--- config.mk ---
export PLATFORM = sky130hd
export DESIGN_NAME = goose_frame_tlv_locator
export DESIGN_NICKNAME = d
export VERILOG_FILES = /design/src/hw/rtl/gftl_pkg.sv /design/src/hw/rtl/goose_frame_tlv_locator.sv /design/src/hw/rtl/gftl_in_reg.sv /design/src/hw/rtl/gftl_parser.sv /design/src/hw/rtl/gftl_out_reg.sv
export SDC_FILE = /design/constraint.sdc
export NUM_CORES = 1
export LEC_CHECK = 0
export ABC_AREA = 1
export BUFFER_PORTS_ARGS = -buffer_cell sky130_fd_sc_hd__buf_2
export CAP_MARGIN = 20
export CORE_UTILIZATION = 23
export CTS_CLUSTER_DIAMETER = 120
export CTS_CLUSTER_SIZE = 25
export DETAILED_ROUTE_END_ITERATION = 7
export HOLD_SLACK_MARGIN = 0.05
export PLACE_DENSITY = 0.47
export SYNTH_ARGS = -nofsm -noshare
export SYNTH_HDL_FRONTEND = slang
export SYNTH_SLANG_ARGS = --single-unit
--- constraint.sdc ---
create_clock -name clk -period 8.1 [get_ports clk]
set_input_delay 1.215 -clock clk [delete_from_list [all_inputs] [get_ports clk]]
set_output_delay 1.215 -clock clk [all_outputs]
set_load 0.02 [all_outputs]
--- src/hw/rtl/gftl_pkg.sv ---
// ----------------------------------------------------------------------------
// gftl_pkg
// Shared types and constants for the GOOSE frame TLV locator.
// ----------------------------------------------------------------------------
package gftl_pkg;

    localparam int POS_W             = 16;
    localparam int OFS_W             = 25;
    localparam int ACC_W             = 24;
    localparam int MAX_FRAME_BYTES   = 65535;
    localparam int MAX_LENGTH_OCTETS = 3;

    localparam logic [15:0] ETH_GOOSE = 16'h88b8;
    localparam logic [15:0] ETH_VLAN  = 16'h8100;
    localparam logic [15:0] ETH_PTP   = 16'h88f7;
    localparam logic [7:0]  TAG_SEQ   = 8'h61;
    localparam logic [7:0]  TAG_ALLD  = 8'hAB;

    localparam logic [4:0]  APDU_OFS_PLAIN  = 5'd22;
    localparam logic [4:0]  APDU_OFS_TAGGED = 5'd26;

    localparam int OUT_BITS   = 100;
    localparam int TDATA_OUT_W = 104;

    typedef enum logic [2:0] {
        PH_HDR,
        PH_SEQ_LEN0,
        PH_SEQ_LENX,
        PH_WAIT,
        PH_CHILD_LEN0,
        PH_CHILD_LENX,
        PH_FAIL
    } phase_t;

    typedef enum logic [1:0] {
        CLS_OTHER,
        CLS_PTP,
        CLS_GOOSE
    } class_t;

    typedef enum logic [1:0] {
        ST_FOUND,
        ST_NOT_FOUND,
        ST_BAD_LEN,
        ST_EXCEEDS
    } status_t;

    // one buffered input word
    typedef struct packed {
        logic       valid;
        logic [7:0] data;
        logic       last;
    } in_word_t;

    // result, last field in the lowest bits
    typedef struct packed {
        logic [OFS_W-1:0] alldata_value_end;
        logic [15:0]      alldata_value_start;
        logic             alldata_found;
        logic [15:0]      seq_value_end;
        logic [15:0]      seq_value_start;
        status_t          seq_status;
        logic [4:0]       apdu_offset;
        logic [15:0]      frame_length;
        logic             vlan_tagged;
        class_t           frame_class;
    } result_t;

endpackage

--- src/hw/rtl/goose_frame_tlv_locator.sv ---
// ----------------------------------------------------------------------------
// goose_frame_tlv_locator
// Classes Ethernet frames (PTP / GOOSE / other) and locates the GOOSE APDU
// sequence and its allData value region, one result word per frame.
// ----------------------------------------------------------------------------
//  channel   dir  word                          handshake
//  s_axis    in   one frame octet, tlast=final  tvalid & tready
//  m_axis    out  one result per frame          tvalid & tready
//
//  One octet per clock sustained; each octet passes input register, parser
//  logic and (on tlast) the result register, which drives the result on m_axis.
//  Stall on m_axis holds the result; further octets of the next frame keep
//  flowing until that frame's tlast needs the result register.
//  rst_n (async, low) clears both valid flags and all parser state.
// ----------------------------------------------------------------------------
module goose_frame_tlv_locator (
    input  logic                             clk,
    input  logic                             rst_n,
    input  logic                             s_axis_tvalid,
    output logic                             s_axis_tready,
    input  logic [7:0]                       s_axis_tdata,  // [7:0] byte_value
    input  logic                             s_axis_tlast,  // last_byte
    output logic                             m_axis_tvalid,
    input  logic                             m_axis_tready,
    // [1:0] frame_class, [2] vlan_tagged, [18:3] frame_length,
    // [23:19] apdu_offset, [25:24] seq_status, [41:26] seq_value_start,
    // [57:42] seq_value_end, [58] alldata_found, [74:59] alldata_value_start,
    // [99:75] alldata_value_end, [103:100] zero
    output logic [gftl_pkg::TDATA_OUT_W-1:0] m_axis_tdata
);
    import gftl_pkg::*;

    in_word_t word;
    result_t  result;
    logic     pop;
    logic     can_load;
    logic     load;

    // a final word waits until the result register is free
    assign pop  = word.valid && (!word.last || can_load);
    assign load = pop && word.last;

    gftl_in_reg u_in_reg (
        .clk           (clk),
        .rst_n         (rst_n),
        .s_axis_tvalid (s_axis_tvalid),
        .s_axis_tready (s_axis_tready),
        .s_axis_tdata  (s_axis_tdata),
        .s_axis_tlast  (s_axis_tlast),
        .pop           (pop),
        .word          (word)
    );

    gftl_parser u_parser (
        .clk    (clk),
        .rst_n  (rst_n),
        .word   (word),
        .pop    (pop),
        .result (result)
    );

    gftl_out_reg u_out_reg (
        .clk           (clk),
        .rst_n         (rst_n),
        .load          (load),
        .result        (result),
        .can_load      (can_load),
        .m_axis_tvalid (m_axis_tvalid),
        .m_axis_tready (m_axis_tready),
        .m_axis_tdata  (m_axis_tdata)
    );

endmodule

--- src/hw/rtl/gftl_in_reg.sv ---
// ----------------------------------------------------------------------------
// gftl_in_reg
// Input register: holds one word until the parser consumes it.
// ----------------------------------------------------------------------------
module gftl_in_reg (
    input  logic              clk,
    input  logic              rst_n,
    input  logic              s_axis_tvalid,
    output logic              s_axis_tready,
    input  logic [7:0]        s_axis_tdata,
    input  logic              s_axis_tlast,
    input  logic              pop,
    output gftl_pkg::in_word_t word
);
    import gftl_pkg::*;

    logic       valid_reg, valid_next;
    logic [7:0] data_reg;
    logic       last_reg;
    logic       accept;

    assign s_axis_tready = !valid_reg || pop;
    assign accept        = s_axis_tvalid && s_axis_tready;
    assign valid_next    = accept ? 1'b1 : (pop ? 1'b0 : valid_reg);

    always_ff @(posedge clk or negedge rst_n)
    begin
        if (!rst_n)
        begin
            valid_reg <= 1'b0;
        end
        else
        begin
            valid_reg <= valid_next;
        end
    end

    always_ff @(posedge clk)
    begin
        if (accept)
        begin
            data_reg <= s_axis_tdata;
            last_reg <= s_axis_tlast;
        end
    end

    assign word.valid = valid_reg;
    assign word.data  = data_reg;
    assign word.last  = last_reg;

endmodule

--- src/hw/rtl/gftl_parser.sv ---
// ----------------------------------------------------------------------------
// gftl_parser
// Per-octet header, BER length and child TLV walk; builds the frame result.
// ----------------------------------------------------------------------------
module gftl_parser (
    input  logic              clk,
    input  logic              rst_n,
    input  gftl_pkg::in_word_t word,
    input  logic              pop,
    output gftl_pkg::result_t result
);
    import gftl_pkg::*;

    logic [POS_W-1:0] pos_reg, pos_next, pos_upd;
    logic [15:0]      outer_reg, outer_next, outer_upd;
    logic [15:0]      inner_reg, inner_next, inner_upd;
    phase_t           phase_reg, phase_next, phase_upd;
    logic [OFS_W-1:0] seq_end_reg, seq_end_next, seq_end_upd;
    logic [OFS_W-1:0] child_start_reg, child_start_next, child_start_upd;
    logic [ACC_W-1:0] acc_reg, acc_next, acc_upd;
    logic [1:0]       left_reg, left_next, left_upd;
    logic             child_ad_reg, child_ad_next, child_ad_upd;
    logic             walk_done_reg, walk_done_next, walk_done_upd;
    status_t          pend_reg, pend_next, pend_upd;
    logic [15:0]      seq_start_reg, seq_start_next, seq_start_upd;
    logic [15:0]      ad_start_reg, ad_start_next, ad_start_upd;
    logic [OFS_W-1:0] ad_end_reg, ad_end_next, ad_end_upd;

    logic [POS_W-1:0] pos_p1;
    logic [7:0]       b;
    logic [6:0]       n;
    logic [ACC_W-1:0] acc_val;
    logic [OFS_W-1:0] sum;
    logic [1:0]       left_dec;
    logic             active;
    logic             bad_n;

    assign b        = word.data;
    assign n        = b[6:0];
    assign active   = pos_reg < POS_W'(MAX_FRAME_BYTES);
    assign pos_p1   = pos_reg + 1'b1;
    assign left_dec = left_reg - 1'b1;
    assign bad_n    = (n == 7'd0) || (n > 7'(MAX_LENGTH_OCTETS));
    assign acc_val  = (phase_reg == PH_SEQ_LENX || phase_reg == PH_CHILD_LENX) ?
                      {acc_reg[ACC_W-9:0], b} : {{(ACC_W-8){1'b0}}, b};
    // shared: sequence end on begin-walk, next child start or allData end on child length done
    assign sum      = OFS_W'(pos_p1) + OFS_W'(acc_val);

    always_comb
    begin
        pos_upd         = pos_reg;
        outer_upd       = outer_reg;
        inner_upd       = inner_reg;
        phase_upd       = phase_reg;
        seq_end_upd     = seq_end_reg;
        child_start_upd = child_start_reg;
        acc_upd         = acc_reg;
        left_upd        = left_reg;
        child_ad_upd    = child_ad_reg;
        walk_done_upd   = walk_done_reg;
        pend_upd        = pend_reg;
        seq_start_upd   = seq_start_reg;
        ad_start_upd    = ad_start_reg;
        ad_end_upd      = ad_end_reg;

        if (active)
        begin
            pos_upd = pos_p1;
            if (pos_reg == POS_W'(12)) outer_upd[15:8] = b;
            if (pos_reg == POS_W'(13)) outer_upd[7:0]  = b;
            if (pos_reg == POS_W'(16)) inner_upd[15:8] = b;
            if (pos_reg == POS_W'(17)) inner_upd[7:0]  = b;

            unique case (phase_reg)
                PH_HDR:
                begin
                    if (pos_reg == ((outer_reg == ETH_VLAN) ? POS_W'(APDU_OFS_TAGGED)
                                                             : POS_W'(APDU_OFS_PLAIN)))
                    begin
                        if (b == TAG_SEQ)
                        begin
                            phase_upd = PH_SEQ_LEN0;
                        end
                        else
                        begin
                            pend_upd  = ST_NOT_FOUND;
                            phase_upd = PH_FAIL;
                        end
                    end
                end
                PH_SEQ_LEN0, PH_SEQ_LENX:
                begin
                    if (phase_reg == PH_SEQ_LEN0 && b[7])
                    begin
                        if (bad_n)
                        begin
                            pend_upd  = ST_BAD_LEN;
                            phase_upd = PH_FAIL;
                        end
                        else
                        begin
                            left_upd  = n[1:0];
                            acc_upd   = '0;
                            phase_upd = PH_SEQ_LENX;
                        end
                    end
                    else
                    begin
                        acc_upd = acc_val;
                        if (phase_reg == PH_SEQ_LENX)
                        begin
                            left_upd = left_dec;
                        end
                        if (phase_reg == PH_SEQ_LEN0 || left_dec == 2'd0)
                        begin
                            // begin walk over the sequence's children
                            seq_start_upd   = pos_p1;
                            seq_end_upd     = sum;
                            child_start_upd = OFS_W'(pos_p1);
                            phase_upd       = PH_WAIT;
                            if (acc_val < ACC_W'(2)) walk_done_upd = 1'b1;
                        end
                    end
                end
                PH_WAIT:
                begin
                    if (!walk_done_reg && OFS_W'(pos_reg) == child_start_reg)
                    begin
                        child_ad_upd = (b == TAG_ALLD);
                        phase_upd    = PH_CHILD_LEN0;
                    end
                end
                PH_CHILD_LEN0, PH_CHILD_LENX:
                begin
                    if (phase_reg == PH_CHILD_LEN0 && b[7])
                    begin
                        if (bad_n || ((OFS_W+1)'(pos_p1) + (OFS_W+1)'(n) >
                                      (OFS_W+1)'(seq_end_reg)))
                        begin
                            walk_done_upd = 1'b1;
                            phase_upd     = PH_WAIT;
                        end
                        else
                        begin
                            left_upd  = n[1:0];
                            acc_upd   = '0;
                            phase_upd = PH_CHILD_LENX;
                        end
                    end
                    else
                    begin
                        acc_upd = acc_val;
                        if (phase_reg == PH_CHILD_LENX)
                        begin
                            left_upd = left_dec;
                        end
                        if (phase_reg == PH_CHILD_LEN0 || left_dec == 2'd0)
                        begin
                            phase_upd = PH_WAIT;
                            if (child_ad_reg)
                            begin
                                ad_start_upd  = pos_p1;
                                ad_end_upd    = sum;
                                walk_done_upd = 1'b1;
                            end
                            else if (sum > seq_end_reg)
                            begin
                                walk_done_upd = 1'b1;
                            end
                            else
                            begin
                                child_start_upd = sum;
                                if ((OFS_W+1)'(sum) + (OFS_W+1)'(2) > (OFS_W+1)'(seq_end_reg))
                                begin
                                    walk_done_upd = 1'b1;
                                end
                            end
                        end
                    end
                end
                PH_FAIL:
                begin
                end
                default:
                begin
                end
            endcase
        end
    end

    // frame result from the state after this octet
    always_comb
    begin
        result = '0;
        result.frame_length = pos_upd;
        result.seq_status   = ST_NOT_FOUND;
        result.frame_class  = CLS_OTHER;
        if ((pos_upd >= POS_W'(14) && outer_upd == ETH_PTP) ||
            (pos_upd >= POS_W'(18) && outer_upd == ETH_VLAN && inner_upd == ETH_PTP))
        begin
            result.frame_class = CLS_PTP;
        end
        else if (pos_upd >= POS_W'(APDU_OFS_PLAIN))
        begin
            if (outer_upd == ETH_VLAN)
            begin
                if (pos_upd >= POS_W'(APDU_OFS_TAGGED) && inner_upd == ETH_GOOSE)
                begin
                    result.frame_class = CLS_GOOSE;
                    result.vlan_tagged = 1'b1;
                    result.apdu_offset = APDU_OFS_TAGGED;
                end
            end
            else if (outer_upd == ETH_GOOSE)
            begin
                result.frame_class = CLS_GOOSE;
                result.apdu_offset = APDU_OFS_PLAIN;
            end
        end

        if (result.frame_class == CLS_GOOSE)
        begin
            unique case (phase_upd)
                PH_HDR, PH_SEQ_LEN0: result.seq_status = ST_NOT_FOUND;
                PH_SEQ_LENX:         result.seq_status = ST_BAD_LEN;
                PH_FAIL:             result.seq_status = pend_upd;
                default:
                    result.seq_status = (seq_end_upd > OFS_W'(pos_upd)) ? ST_EXCEEDS
                                                                         : ST_FOUND;
            endcase
            if (result.seq_status == ST_FOUND)
            begin
                result.seq_value_start     = seq_start_upd;
                result.seq_value_end       = seq_end_upd[15:0];
                result.alldata_value_start = ad_start_upd;
                result.alldata_value_end   = ad_end_upd;
                result.alldata_found       = (ad_start_upd != 16'd0);
            end
        end
    end

    // state returns to reset after the last word of a frame
    always_comb
    begin
        pos_next         = pos_reg;
        outer_next       = outer_reg;
        inner_next       = inner_reg;
        phase_next       = phase_reg;
        seq_end_next     = seq_end_reg;
        child_start_next = child_start_reg;
        acc_next         = acc_reg;
        left_next        = left_reg;
        child_ad_next    = child_ad_reg;
        walk_done_next   = walk_done_reg;
        pend_next        = pend_reg;
        seq_start_next   = seq_start_reg;
        ad_start_next    = ad_start_reg;
        ad_end_next      = ad_end_reg;
        if (pop && word.last)
        begin
            pos_next         = '0;
            outer_next       = '0;
            inner_next       = '0;
            phase_next       = PH_HDR;
            seq_end_next     = '0;
            child_start_next = '0;
            acc_next         = '0;
            left_next        = '0;
            child_ad_next    = 1'b0;
            walk_done_next   = 1'b0;
            pend_next        = ST_FOUND;
            seq_start_next   = '0;
            ad_start_next    = '0;
            ad_end_next      = '0;
        end
        else if (pop)
        begin
            pos_next         = pos_upd;
            outer_next       = outer_upd;
            inner_next       = inner_upd;
            phase_next       = phase_upd;
            seq_end_next     = seq_end_upd;
            child_start_next = child_start_upd;
            acc_next         = acc_upd;
            left_next        = left_upd;
            child_ad_next    = child_ad_upd;
            walk_done_next   = walk_done_upd;
            pend_next        = pend_upd;
            seq_start_next   = seq_start_upd;
            ad_start_next    = ad_start_upd;
            ad_end_next      = ad_end_upd;
        end
    end

    always_ff @(posedge clk or negedge rst_n)
    begin
        if (!rst_n)
        begin
            pos_reg         <= '0;
            outer_reg       <= '0;
            inner_reg       <= '0;
            phase_reg       <= PH_HDR;
            seq_end_reg     <= '0;
            child_start_reg <= '0;
            acc_reg         <= '0;
            left_reg        <= '0;
            child_ad_reg    <= 1'b0;
            walk_done_reg   <= 1'b0;
            pend_reg        <= ST_FOUND;
            seq_start_reg   <= '0;
            ad_start_reg    <= '0;
            ad_end_reg      <= '0;
        end
        else
        begin
            pos_reg         <= pos_next;
            outer_reg       <= outer_next;
            inner_reg       <= inner_next;
            phase_reg       <= phase_next;
            seq_end_reg     <= seq_end_next;
            child_start_reg <= child_start_next;
            acc_reg         <= acc_next;
            left_reg        <= left_next;
            child_ad_reg    <= child_ad_next;
            walk_done_reg   <= walk_done_next;
            pend_reg        <= pend_next;
            seq_start_reg   <= seq_start_next;
            ad_start_reg    <= ad_start_next;
            ad_end_reg      <= ad_end_next;
        end
    end

endmodule

--- src/hw/rtl/gftl_out_reg.sv ---
// ----------------------------------------------------------------------------
// gftl_out_reg
// Result register on the master side.
// ----------------------------------------------------------------------------
module gftl_out_reg (
    input  logic                                 clk,
    input  logic                                 rst_n,
    input  logic                                 load,
    input  gftl_pkg::result_t                    result,
    output logic                                 can_load,
    output logic                                 m_axis_tvalid,
    input  logic                                 m_axis_tready,
    output logic [gftl_pkg::TDATA_OUT_W-1:0]     m_axis_tdata
);
    import gftl_pkg::*;

    logic                   valid_reg, valid_next;
    logic [TDATA_OUT_W-1:0] data_reg;

    assign can_load   = !valid_reg || m_axis_tready;
    assign valid_next = load ? 1'b1 : (m_axis_tready ? 1'b0 : valid_reg);

    always_ff @(posedge clk or negedge rst_n)
    begin
        if (!rst_n)
        begin
            valid_reg <= 1'b0;
        end
        else
        begin
            valid_reg <= valid_next;
        end
    end

    always_ff @(posedge clk)
    begin
        if (load)
        begin
            data_reg <= {(TDATA_OUT_W-OUT_BITS)'(0), result};
        end
    end

    assign m_axis_tvalid = valid_reg;
    assign m_axis_tdata  = data_reg;

endmodule

**Word-level counts from Yosys, hierarchy flattened**

Index checks and enable logic that the tools add are counted.

- Register bits: 291
- Output and inout port bits: 106
- Logic and storage cells: 248

- Add/subtract/negate cells: 5
- $lt $le $gt $ge: 11
- Equal/unequal tests: 37
- Muxes and demuxes: 123
- Bitwise logic cells: 2
- Reductions and logical operators: 47

Operators by type and width:

| kind | number |
|---|---|
| 25-bit two-way mux | 22 |
| 16-bit two-way mux | 29 |
| 16-bit == test, second input constant | 6 |
| 26-bit by 25-bit greater-than comparator with 1-bit output | 2 |
| 25-bit one-hot mux with 2 select lines | 1 |
| 16-bit by 5-bit greater-or-equal comparator with 1-bit output, second input constant | 3 |
| 2-bit two-way mux | 22 |
| 3-bit two-way mux | 13 |
| 16-bit by 4-bit == test with 1-bit output, second input constant | 2 |
| 16-bit by 5-bit == test with 1-bit output, second input constant | 2 |
| 8-bit two-way mux | 4 |
| 16-bit one-hot mux with 2 select lines | 1 |
| 25-bit by 2-bit adder with 26-bit output, second input constant | 1 |
| 16-bit by 24-bit adder with 25-bit output | 1 |
| 16-bit by 25-bit == test with 1-bit output | 1 |
| 25-bit by 16-bit greater-than comparator with 1-bit output | 1 |
| 25-bit greater-than comparator | 1 |
| 24-bit by 2-bit less-than comparator with 1-bit output, second input constant | 1 |
| 24-bit two-way mux | 1 |
| 1-bit two-way mux | 21 |
| 9-bit AND reduction | 2 |
| 16-bit by 7-bit adder with 17-bit output | 1 |
| 16-bit by 1-bit adder with 16-bit output, second input constant | 1 |
| 16-bit == test | 1 |
| other kinds (37) | 85 |

**Logic depth before layout (Yosys ltp)**

- Word-level depth: 15
- Gate-level depth with buffers: 38
- Depth with buffers taken out: 37

**Cells and area by module**

A second synthesis with hierarchy kept.

- Cell total of the unflattened synthesis: 2303
- Area total of the unflattened synthesis: 18497.7 um^2

By module, submodules not included:

| module | times used | cells each | area each (um^2) | seq. area each (um^2) |
|---|---|---|---|---|
| gftl_parser | 1 | 2171 | 15060.7 | 4504.3 |
| gftl_out_reg | 1 | 110 | 3081.7 | 3027.9 |
| gftl_in_reg | 1 | 17 | 330.3 | 295.3 |
| goose_frame_tlv_locator | 1 | 5 | 25.0 | 0.0 |

**Worst setup path before layout**

OpenSTA, ideal clock, no wires.

- Kind: in2reg
- Start point: input port m_axis_tready
- End point: register u_parser.acc_reg[0]
- Library setup time: 0.133 ns
- Arrival time: 5.391 ns
- Path slack: 2.576 ns
- Stages on the path: 10
- Buffers on the path: 1
- Path through: inv_1 > nand3_1 > nand2_1 > clkinv_1 > nand2_1 > inv_1 > clkbuf_1 > nor2_1 > nand3_1 > o21ai_0

- Longest elaborated chain between the ends: 6
- Elaborated cells on any way between the ends: 11

Ends and longest elaborated chain:

| what | RTL line | source |
|---|---|---|
| from (decl) | goose_frame_tlv_locator.sv:24 | `input logic m_axis_tready,` |
| 1-bit logical OR * | gftl_out_reg.sv:20 | `assign can_load = !valid_reg \|\| m_axis_tready;` |
| 1-bit logical OR * | goose_frame_tlv_locator.sv:40 | `assign pop = word.valid && (!word.last \|\| can_load);` |
| 1-bit logical AND * | goose_frame_tlv_locator.sv:40 |  |
| 1-bit logical AND * | n/a |  |
| net load | goose_frame_tlv_locator.sv:37 | `logic load;` |
| 4-bit by 3-bit != test with 1-bit output (no source line), or another cell as far along | n/a |  |
| 5-bit AND reduction (no source line) | n/a |  |
| to (signal assigned) | gftl_parser.sv:322 | `acc_reg <= acc_next;` |
| to (decl) | gftl_parser.sv:20 | `logic [ACC_W-1:0] acc_reg, acc_next, acc_upd;` |

The timed path passes the listed nets; every way through them passes the cells marked *.
A chain may end at the register's enable or synchronous reset.

**Worst setup path after layout**

- Start point: register u_parser.pos_reg[0]
- End point: register u_out_reg.data_reg[95] (netlist: u_out_reg.m_axis_tdata[95]) (data pin)

- Elaborated cells on any way between the ends: 69

RTL lines:

| what | RTL line | source |
|---|---|---|
| from (decl) | gftl_parser.sv:14 | `logic [POS_W-1:0] pos_reg, pos_next, pos_upd;` |
| from (signal assigned) | gftl_parser.sv:316 | `pos_reg <= pos_next;` |
| 16-bit by 1-bit adder with 16-bit output | gftl_parser.sv:41 | `assign pos_p1 = pos_reg + 1'b1;` |
| 16-bit by 24-bit adder with 25-bit output | gftl_parser.sv:47 | `assign sum = OFS_W'(pos_p1) + OFS_W'(acc_val);` |
| 25-bit two-way mux | gftl_parser.sv:114 | `if (phase_reg == PH_SEQ_LEN0 \|\| left_dec == 2'd0)` |
| 25-bit two-way mux | gftl_parser.sv:93 | `if (phase_reg == PH_SEQ_LEN0 && b[7])` |
| 25-bit two-way mux | gftl_parser.sv:74 | `unique case (phase_reg)` |
| 25-bit two-way mux * | gftl_parser.sv:66 | `if (active)` |
| net u_parser.seq_end_upd[9] | gftl_parser.sv:18 | `logic [OFS_W-1:0] seq_end_reg, seq_end_next, seq_end_upd;` |
| 25-bit by 16-bit greater-than comparator with 1-bit output * | gftl_parser.sv:228 | `result.seq_status = (seq_end_upd > OFS_W'(pos_upd)) ? ST_EXCEEDS` |
| 2-bit two-way mux * | gftl_parser.sv:228 |  |
| 2-bit one-hot mux with 3 select lines * | gftl_parser.sv:223 | `unique case (phase_upd)` |
| 2-bit two-way mux * | gftl_parser.sv:221 | `if (result.frame_class == CLS_GOOSE)` |
| 2-bit logical NOT * | gftl_parser.sv:231 | `if (result.seq_status == ST_FOUND)` |
| 2-bit AND reduction (no source line) * | n/a |  |
| to (signal assigned) | gftl_out_reg.sv:39 | `data_reg <= {(TDATA_OUT_W-OUT_BITS)'(0), result};` |
| to (decl) | gftl_out_reg.sv:18 | `logic [TDATA_OUT_W-1:0] data_reg;` |

The timed path passes the listed nets; every way through them passes the cells marked *. The select of a mux whose other input is x is not followed.

==> out/metrics.cfg <==
[clock_tree]
post_cts_buffers=0
htreeDepth=1
cts_tree=done
cts_made_buffers=16
cts-root-buf=clkbuf_16
holdBufCountCts=0
cts_buffer_depth=3
clkSlewWorstSetupHoldPaths_ns=0.11
clkLatencyLatePin_ns=0.55
cts_resized=0
clkSinkCount=288

[timing]
drv_slew=0
fin_skew_ns=0.0298
min_period_ns=7.69
tns_ns=0
max_slew_margin_pct=33.0
setup_ws_ns=0.410
hold_viol_final=0
post-route-period-util_pct=94.9
rsz0062_at_grt=no
fmax_mhz=130
holdWs_ns=0.492
setup_viol=0
worstMarginPinSlew_ns=1.01

[final_layout]
area_growth_pct=12.3
fin_nets=2362
n_antenna_cell=0
largest_reg_flops=97
fin_area_um2=20100
drive_above_1_share_pct=12.5

[critical_path]
r2r_slack_ns=0.41
worst-setup-path-type=flop to flop
r2r_cells=26
crit_fanout=53
end_kind=flop
crit_required_ns=8.49
arrival_ns=8.08
start_kind=flop

[floorplanning]
die-area_um2=78800
die_y_um=281
coreArea_um2=76300
row_count=101
start_util_pct=23.4
die-width_um=281
io-pin-count=119

[synth]
synth_edf_count=106
yosys.area.top_type=dfrtp_1
seq_area_frac_synth_pct=43.3
synth_top_area_share_pct=25.5
synth_cell_types=58
synthArstFlopShare_pct=63.2
syn_area_per_cell_um2=8.24
yosys-top-cells-area=dfrtp_1 (26%), edfxtp_1 (18%), nand2_1 (9.5%)
synth_cells=2167
synth-seq-cells=288
yosysWarnings=0
synth_area_um2=17900
synth_ff_type=dfrtp_1

[global_route]
grt_pass1_wl_um=95200
antenna_found_initial=1
overflow=0
grt_max_degree=81
grt_pass1_vias=15200
grt_usage_pct=15.9

[routing]
drt-initial-drc-count=1224
first_pass_iters=7
vias=15600
drc=0
wl_um=62800
ant_nets=0
wire_per_inst_um=19.1
viasPerCell=4.73

[placement]
place_area_um2=19600
place_ws_ns=0.519
dp.final_hpwl_um=47800
place.gp.congestion=0.930
portBuffers=113

[pwr]
p_leak_nw=9.14
ir_drop_v=0.000115
p_total_mw=4.73
power_density_nw_per_um2=236

[min_path]
hold_class=flop to flop
worstHoldPathCells=2

[outcome]
status=finished, final reports clean

[flow_run]
cap_violations=0

[area by class of cell]
type                            count  area, µm²
Multi-Input combinational cell   1479       8510
Inverter                          327       1230
Tap cell                         1030       1290
Fill cell                        8356      56300
Clock inverter                      3       25.0
Sequential cell                   288       7740
Timing Repair Buffer              140        790
Clock buffer                       25        465
[per-stage QoR]
step | util (%) | instances
after detailed placement | 25.6 | 3264
after floorplan | - | 2171
final | 26.3 | 3292
after global routing | 26.3 | 3292
after global placement | 25.6 | 3263
after CTS | 26.3 | 3292
[path summary, 6_finish.rpt]
path                                                                  to                                 from
min in group asynchronous             u_parser.inner_reg[15]$_DFFE_PN0P_                                rst_n
worst min-delay path                 u_parser.ad_end_reg[10]$_DFFE_PN0P_  u_parser.ad_end_reg[10]$_DFFE_PN0P_
max in group asynchronous         u_parser.seq_start_reg[10]$_DFFE_PN0P_                                rst_n
worst max register to register  u_out_reg.m_axis_tdata[95]$_SDFFCE_PN0P_      u_parser.pos_reg[0]$_DFFE_PN0P_
worst min register to register       u_parser.ad_end_reg[10]$_DFFE_PN0P_  u_parser.ad_end_reg[10]$_DFFE_PN0P_
worst max-delay path            u_out_reg.m_axis_tdata[95]$_SDFFCE_PN0P_      u_parser.pos_reg[0]$_DFFE_PN0P_
[synthesized netlist by cell type, types with 6 or more instances]
master,count
nor2_2,6
buf_4,7
o21ai_1,7
o31ai_1,12
edfxtp_1,106
ha_1,96
buf_2,6
a21oi_1,66
nand3_1,108
nor2_1,139
nand2_1,452
o21ai_0,198
clkbuf_1,57
o211ai_1,10
nor2_4,62
nor3_1,38
o22ai_1,92
xor2_1,38
inv_2,12
or2_2,6
nand2_2,11
nor4_1,11
dfrtp_1,182
inv_1,312
nand4_1,59
[per-layer routing]
| layer | share of wire, % | up-vias | global-route usage [%] |
|---|---|---|---|
| met5 | 0.021 | - | 0 |
| met4 | 2.0 | 2 | 3.14 |
| met3 | 4.8 | 67 | 1.87 |
| met2 | 46 | 447 | 26.3 |
| met1 | 47 | 7627 | 22.1 |
| li1 | - | 7417 | - |
[power by group]
group          leakage (nW)  switching (mW)  internal [mW]  total, mW
clock                 0.239           0.536          0.408      0.944
sequential             3.54          0.0765           1.63       1.71
combinational          5.37            1.43          0.639       2.07
[cells by family after synthesis]
logic type,Yosys count,share of synthesized area [%]
AND/OR/NAND/NOR,912,24.9
AO/OA/AOI/OAI,421,13.3
buffers and inverters,404,9.24
flip-flops,288,43.3
adder cells (fa/ha/maj),97,6.84
XOR/XNOR,43,2.26
other,1,0.0210
multiplexers,1,0.0630
[critical path, stage by stage, from the launching register on]
cell      delay [ns]
dfrtp_1         0.67
inv_2           0.19
nor2_8          0.21
nand3_1         0.11
xor2_1          0.77
ha_1            0.45
nand3_1         0.12
nand2_1         0.09
o21bai_1        0.29
nand2_1         0.18
nand2_1         0.07
nand2_1         0.05
and2_1          0.42
inv_1           0.20
o21ai_0         0.77
inv_1           0.11
ha_1            0.32
nand4_1         0.11
or4_1           0.55
nand2_1         0.10
nand2_1         0.05
a21oi_1         0.14
nand3_1         0.16
nand2_1         0.20
nand3_4         0.45
buf_12          0.46
nor2_4          0.15
[cell usage in the layout, fill, tap and decap left out, types with 59 or more instances in the layout]
| master | synthesis | layout |
|---|---|---|
| nand3_1 | 108 | 108 |
| nand2_1 | 452 | 451 |
| nor2_1 | 139 | 136 |
| nor2_4 | 62 | 64 |
| dfrtp_1 | 182 | 182 |
| buf_2 | 6 | 112 |
| o21ai_0 | 198 | 198 |
| inv_1 | 312 | 311 |
| edfxtp_1 | 106 | 106 |
| a21oi_1 | 66 | 66 |
| o22ai_1 | 92 | 92 |
| ha_1 | 96 | 96 |
| nand4_1 | 59 | 59 |
Power figures use the tool's default switching activity.
